### src/rtl/psa_pkg.sv
// Shared types, codes and helpers for the pooled slot allocator.
// Used by psa_ctrl, psa_dpath and pooled_slot_allocator_with_id_lookup_core.
package psa_pkg;

    localparam int KEY_W = 64;

    localparam logic [1:0] CMD_ALLOC  = 2'd0;
    localparam logic [1:0] CMD_FREE   = 2'd1;
    localparam logic [1:0] CMD_LOOKUP = 2'd2;

    localparam logic [1:0] STAT_OK        = 2'd0;
    localparam logic [1:0] STAT_NO_SPACE  = 2'd1;
    localparam logic [1:0] STAT_NOT_FOUND = 2'd2;

    typedef enum logic [1:0] {
        ST_CLEAR,
        ST_IDLE,
        ST_SCAN,
        ST_COMMIT
    } psa_state_t;

    // controller -> datapath
    typedef struct packed {
        logic clear;    // write one cleared entry of the slot memory
        logic load;     // take the input item, restart the scan
        logic issue;    // read slot memory words while scanning
        logic capture;  // record the slot that matched
        logic commit;   // update state and load the output register
    } psa_cmd_t;

    // datapath -> controller
    typedef struct packed {
        logic clear_last;
        logic match;
        logic exhausted;
        logic out_free;
    } psa_stat_t;

    // Zero every byte after the first zero byte.
    function automatic logic [KEY_W-1:0] norm_key(input logic [KEY_W-1:0] k);
        logic [KEY_W-1:0] r;
        logic             live;
        r    = '0;
        live = 1'b1;
        for (int b = 0; b < KEY_W / 8; b++) begin
            if (k[8*b +: 8] == 8'd0) begin
                live = 1'b0;
            end
            if (live) begin
                r[8*b +: 8] = k[8*b +: 8];
            end
        end
        return r;
    endfunction

endpackage

### src/rtl/psa_ctrl.sv
// Controller for the pooled slot allocator: clearing pass, item intake,
// slot scan and commit sequencing. Depends on psa_pkg.
module psa_ctrl (
    input  logic                aclk,
    input  logic                aresetn,
    input  logic                s_tvalid,
    output logic                s_tready,
    input  logic [1:0]          s_tuser,
    input  psa_pkg::psa_stat_t  stat,
    output psa_pkg::psa_cmd_t   cmd
);
    import psa_pkg::*;

    psa_state_t state_reg;
    psa_state_t state_next;

    always_ff @(posedge aclk) begin
        if (!aresetn) begin
            state_reg <= ST_CLEAR;
        end else begin
            state_reg <= state_next;
        end
    end

    always_comb begin
        state_next = state_reg;
        cmd        = '0;
        s_tready   = 1'b0;
        case (state_reg)
            ST_CLEAR: begin
                cmd.clear = 1'b1;
                if (stat.clear_last) begin
                    state_next = ST_IDLE;
                end
            end
            ST_IDLE: begin
                s_tready = 1'b1;
                if (s_tvalid) begin
                    cmd.load = 1'b1;
                    // unused command codes skip the scan and report not found
                    if (s_tuser inside {CMD_ALLOC, CMD_FREE, CMD_LOOKUP}) begin
                        state_next = ST_SCAN;
                    end else begin
                        state_next = ST_COMMIT;
                    end
                end
            end
            ST_SCAN: begin
                cmd.issue = 1'b1;
                if (stat.match) begin
                    cmd.capture = 1'b1;
                    state_next  = ST_COMMIT;
                end else if (stat.exhausted) begin
                    state_next = ST_COMMIT;
                end
            end
            ST_COMMIT: begin
                if (stat.out_free) begin
                    cmd.commit = 1'b1;
                    state_next = ST_IDLE;
                end
            end
            default: begin
                state_next = ST_IDLE;
            end
        endcase
    end

endmodule

### config.mk
export PLATFORM = sky130hd
export DESIGN_NAME = psa_ctrl
export DESIGN_NICKNAME = d
export VERILOG_FILES = /design/src/rtl/psa_pkg.sv /design/src/rtl/psa_ctrl.sv
export SDC_FILE = /design/constraint.sdc
export NUM_CORES = 1
export LEC_CHECK = 0
export ABC_AREA = 0
export BUFFER_PORTS_ARGS = -buffer_cell sky130_fd_sc_hd__buf_2
export CAP_MARGIN = 10
export CORE_AREA = 2 2 39 41
export DETAILED_ROUTE_END_ITERATION = 10
export DIE_AREA = 0 0 41 43
export GPL_TIMING_DRIVEN = 1
export PLACE_DENSITY = 0.52
export RECOVER_POWER = 25
export SYNTH_ARGS = -nofsm -noshare
export SYNTH_HDL_FRONTEND = slang
export SYNTH_SLANG_ARGS = --single-unit
### constraint.sdc
create_clock -name aclk -period 2.4 [get_ports aclk]
set_clock_uncertainty 0.15 [all_clocks]
set_input_delay 0.24 -clock aclk [delete_from_list [all_inputs] [get_ports aclk]]
set_output_delay 0.24 -clock aclk [all_outputs]
set_load 0.005 [all_outputs]
# Word-level counts from Yosys, hierarchy flattened
# Cells that the tools add are included.
dict set report op_classes {
  n_eq_ne 9
  muxes 15
  reduce_logical 4
}
# cell n
set op_table {}
lappend op_table {{$mux W2} 6}
lappend op_table {{$mux W1} 8}
lappend op_table {{$pmux W2 S4} 1}
lappend op_table {{$eq A2 B2 Y1 const B} 3}
lappend op_table {{$ne A2 B2 Y1 const B} 3}
lappend op_table {{$eq A2 B1 Y1 const B} 2}
lappend op_table {{$logic_not A2 Y1} 2}
lappend op_table {{$reduce_and A4 Y1} 1}
lappend op_table {{$ne A3 B3 Y1 const B} 1}
lappend op_table {{$reduce_bool A3 Y1} 1}
dict set report totals {
  register_bits 2
  input_bits 9
  out_inout_bits 6
  wordCells 29
}

# Depth between registers and ports, before layout
dict set report depth {
  word_depth 5
  ltp_mapped 5
  ltp_nobuf 5
}

# Worst setup path after synthesis
# Ideal clock, no wire load.
dict set report synth_path {
  kind {register to register}
  from {register state_reg[1]}
  to {register state_reg[0]}
  setup_time_ps 72
  arrival_time_ps 1310
  required_ps 2178
  slack_ps 868
  stages_incl_launch_ff 6
  path_buffers 0
  synth_period_minus_slack_ps 1532
  cell_sequence {dfxtp_1 inv_1 ha_1 nor2b_2 nor4_4 mux2i_1}
}
dict set report synth_via {
  elab_chain_cells 3
  word_cells_on_any_way 10
  classes_between {eq/ne: 7; mux: 1; reduce/logical: 2}
}
# item line_no
set synth_lines {}
lappend synth_lines {{start, declared} psa_ctrl.sv:14} ;# psa_state_t state_reg;
lappend synth_lines {{start signal, assigned} psa_ctrl.sv:21} ;# state_reg <= state_next;
lappend synth_lines {{$eq A2 B2 Y1, or another cell as far along} psa_ctrl.sv:29} ;# case (state_reg)
lappend synth_lines {{$ne A3 B3 Y1 (no source line) / $ne A2 B2 Y1 (equally long branches)} --}
lappend synth_lines {{$reduce_and A4 Y1 (no source line)} --}
# Parallel ways exist; a longest one is shown, timed or not.
# A chain may end at the register's enable or synchronous reset.

# Final worst setup path
dict set report layout_path {
  from {register state_reg[1]}
  to {register state_reg[1]}
}
# Same word-level chain as after synthesis.

==> results.md <==
- Initial antenna violation count: 0
- Dpl cells: 55
- Status: completed
- NetSw: 126 uW
- Clock-pin slew on the worst setup and hold paths: 30 ps
- Area growth, synth to finish: 47.3%
- CP startpoint kind: register
- Worst Tran Pin Value: 271 ps
- Setup Buffers After CTS: 0
- Final Hold Violating Endpoints: 0
- DRC violations left: 0
- CP required: 2400 ps
- M3 GR Usage: 0.0157
- Core ar.: 1380 sq um
- Hold Path Sink: state_reg[0]
- Yosys warns: 0
- Hold_ws: 167 ps
- Synthesized area per cell: 9.41 sq um
- Avg WL per Cell: 7.97 microns
- Die area: 1760 sq um
- RD Place Congestion: 0.698
- Initial Utilization: 0.170
- Starting DRT DRC Count: 2
- H-tree depth: 1
- M1 GR Usage: 0.0573
- Clk Latency, worst-skew pair: 220 ps
- Cell count after synthesis: 25
- VDD IR max: 296 uV
- Hold path cells: 3
- HP Start: aresetn
- Number of I/O port buffers: 14
- Max Root-Sink Buffers: 2
- First-pass GRT wire length: 627 microns
- Worst Reg-to-Reg Cells: 5
- Met2 Resource Use GR: 0.0781
- Final core utilization: 0.250
- Syn nets: 39
- PwrDens: 966 nW/um^2
- Share of layout cells above drive strength 1: 0.500
- Clock Sinks: 2
- Vias per cell: 3.69
- RSZ-0062 raised after global routing: false
- Int Pwr: 209 uW
- Seq pwr share: 0.206
- Die width: 41 microns
- Mapped Area: 235 sq um
- Fmax: 616 MHz
- RR Endpoint: state_reg[1]
- Hold WC Path Type: in -> reg
- Gr ovfl total: 0
- Library cells used by synthesis: 14
- Worst Slack Setup Final: 775 ps
- Worst R2R Start: state_reg[1]
- DP Wirelength: 389 microns
- Setup violations, final: 0
- Max Slew Vio Count: 0
- Vias in the first global route: 186
- Setup TNS: 0 ps
- Worst slack, placed: 765 ps
- Fin cells: 58
- Cts bufs inserted: 3
- # nets final: 58
- Num rows: 14
- Hold bufs inserted after CTS: 0
- WP data arrival: 1620 ps
- Synth Register Bits: 2
- Tmin final: 1620 ps
- Headroom to the max-slew limit: 0.818
- Largest net degree at the start of global routing: 6
- Reg2reg setup slack: 780 ps
- Chip height: 43 microns
- Power share of the clock group: 0.218
- Vias: 214
- WS Path Type: reg -> reg
- Post-synthesis sequential area ratio: 0.170
- CTS tree: built
- Max reg flops: 2
- Antenna Cells: 0
- Pleak: 0.183 nW
- I/O pins: 15
- MaxCap Viol Count: 0
- Clock Tree Root: clkbuf_4
- Most used routing layer: met4
- Sw Ratio: 0.375
- GRT Total Usage: 0.0581
- ANT nets after route: 0
- CP Max Fanout: 5
- CP Capture Type: register
- First-pass detailed-route iteration total: 2
- Post-CTS sizing: 0
- Period utilization: 0.677
- Final WL: 462 microns
- Power share of the combinational group: 0.576
-- critical path, cell delays in order (launching register included) --
cell     delay (ps)
dfxtp_1         390
inv_1            90
ha_1            210
nor2b_2         170
nor4_4          330
mux2i_1         220
-- power groups by stage --
stage                     Sequential [mW]  Combinational (mW)  Clock [mW]
after floorplan                    0.0644               0.143           0
after global placement             0.0714               0.197           0
after detailed placement           0.0706               0.198           0
after CTS                          0.0699               0.199      0.0795
after global routing               0.0722               0.219      0.0810
final                              0.0691               0.193      0.0729
-- kinds of logic after synthesis --
group | after synthesis | share of synthesized area
and+or+nand+nor | 13 | 0.426
muxes | 2 | 0.0851
buffers and inverters | 2 | 0.0319
adders and majority gates | 5 | 0.266
DFF | 2 | 0.170
AOI/OAI and AO/OA | 1 | 0.0213
-- worst max-delay path by stage --
stage,slack [ps],endpoint,start,cells past startpoint
floorplan,870,state_reg[0],state_reg[1],5
global placement,760,state_reg[1],state_reg[1],5
detailed placement,770,state_reg[1],state_reg[1],5
CTS,760,state_reg[1],state_reg[1],5
global route,660,state_reg[1],state_reg[1],5
finish,780,state_reg[1],state_reg[1],5
-- metal layers --
metal  share of wire  up-vias
li1                -      115
met1            0.41       91
met2            0.51        8
met3           0.082        0
met4               0        0
met5               0        -
-- metrics by stage --
stage / instance area (sq um) / power [mW]
after global routing: 347 / 0.373
after global placement: 325 / 0.269
after floorplan: 235 / 0.207
after detailed placement: 325 / 0.269
after CTS: 348 / 0.349
final: 347 / 0.335
-- placed cells by master (no fill, tap or decap), types with 2 or more instances in the layout --
| master | count |
|---|---|
| and2_1 | 2 |
| buf_2 | 13 |
| clkbuf_4 | 3 |
| dfxtp_1 | 2 |
| ha_1 | 5 |
| inv_1 | 2 |
| mux2i_1 | 2 |
| nand2_1 | 3 |
| nor2b_1 | 2 |
-- cells in the mapped netlist --
master    instances  area (sq um)
ha_1              5          62.6
nand2_1           3          11.3
and2_1            2          12.5
dfxtp_1           2          40.0
inv_1             2          7.51
mux2i_1           2          20.0
nor2b_1           2          12.5
and2_2            1          7.51
and3_2            1          7.51
nand2b_1          1          6.26
nor2b_2           1          8.76
nor3b_2           1          12.5
nor4_4            1          21.3
o21ai_0           1          5.00
-- area by class of cell --
| class | instances | area (sq um) |
|---|---|---|
| inverters | 2 | 7.51 |
| fillers | 165 | 1040 |
| clock buffers | 3 | 22.5 |
| well taps | 16 | 20.0 |
| flip-flops and latches | 2 | 40.0 |
| repair buffers | 14 | 68.8 |
| multi-input cells | 21 | 188 |
Power figures use the tool's default switching activity.
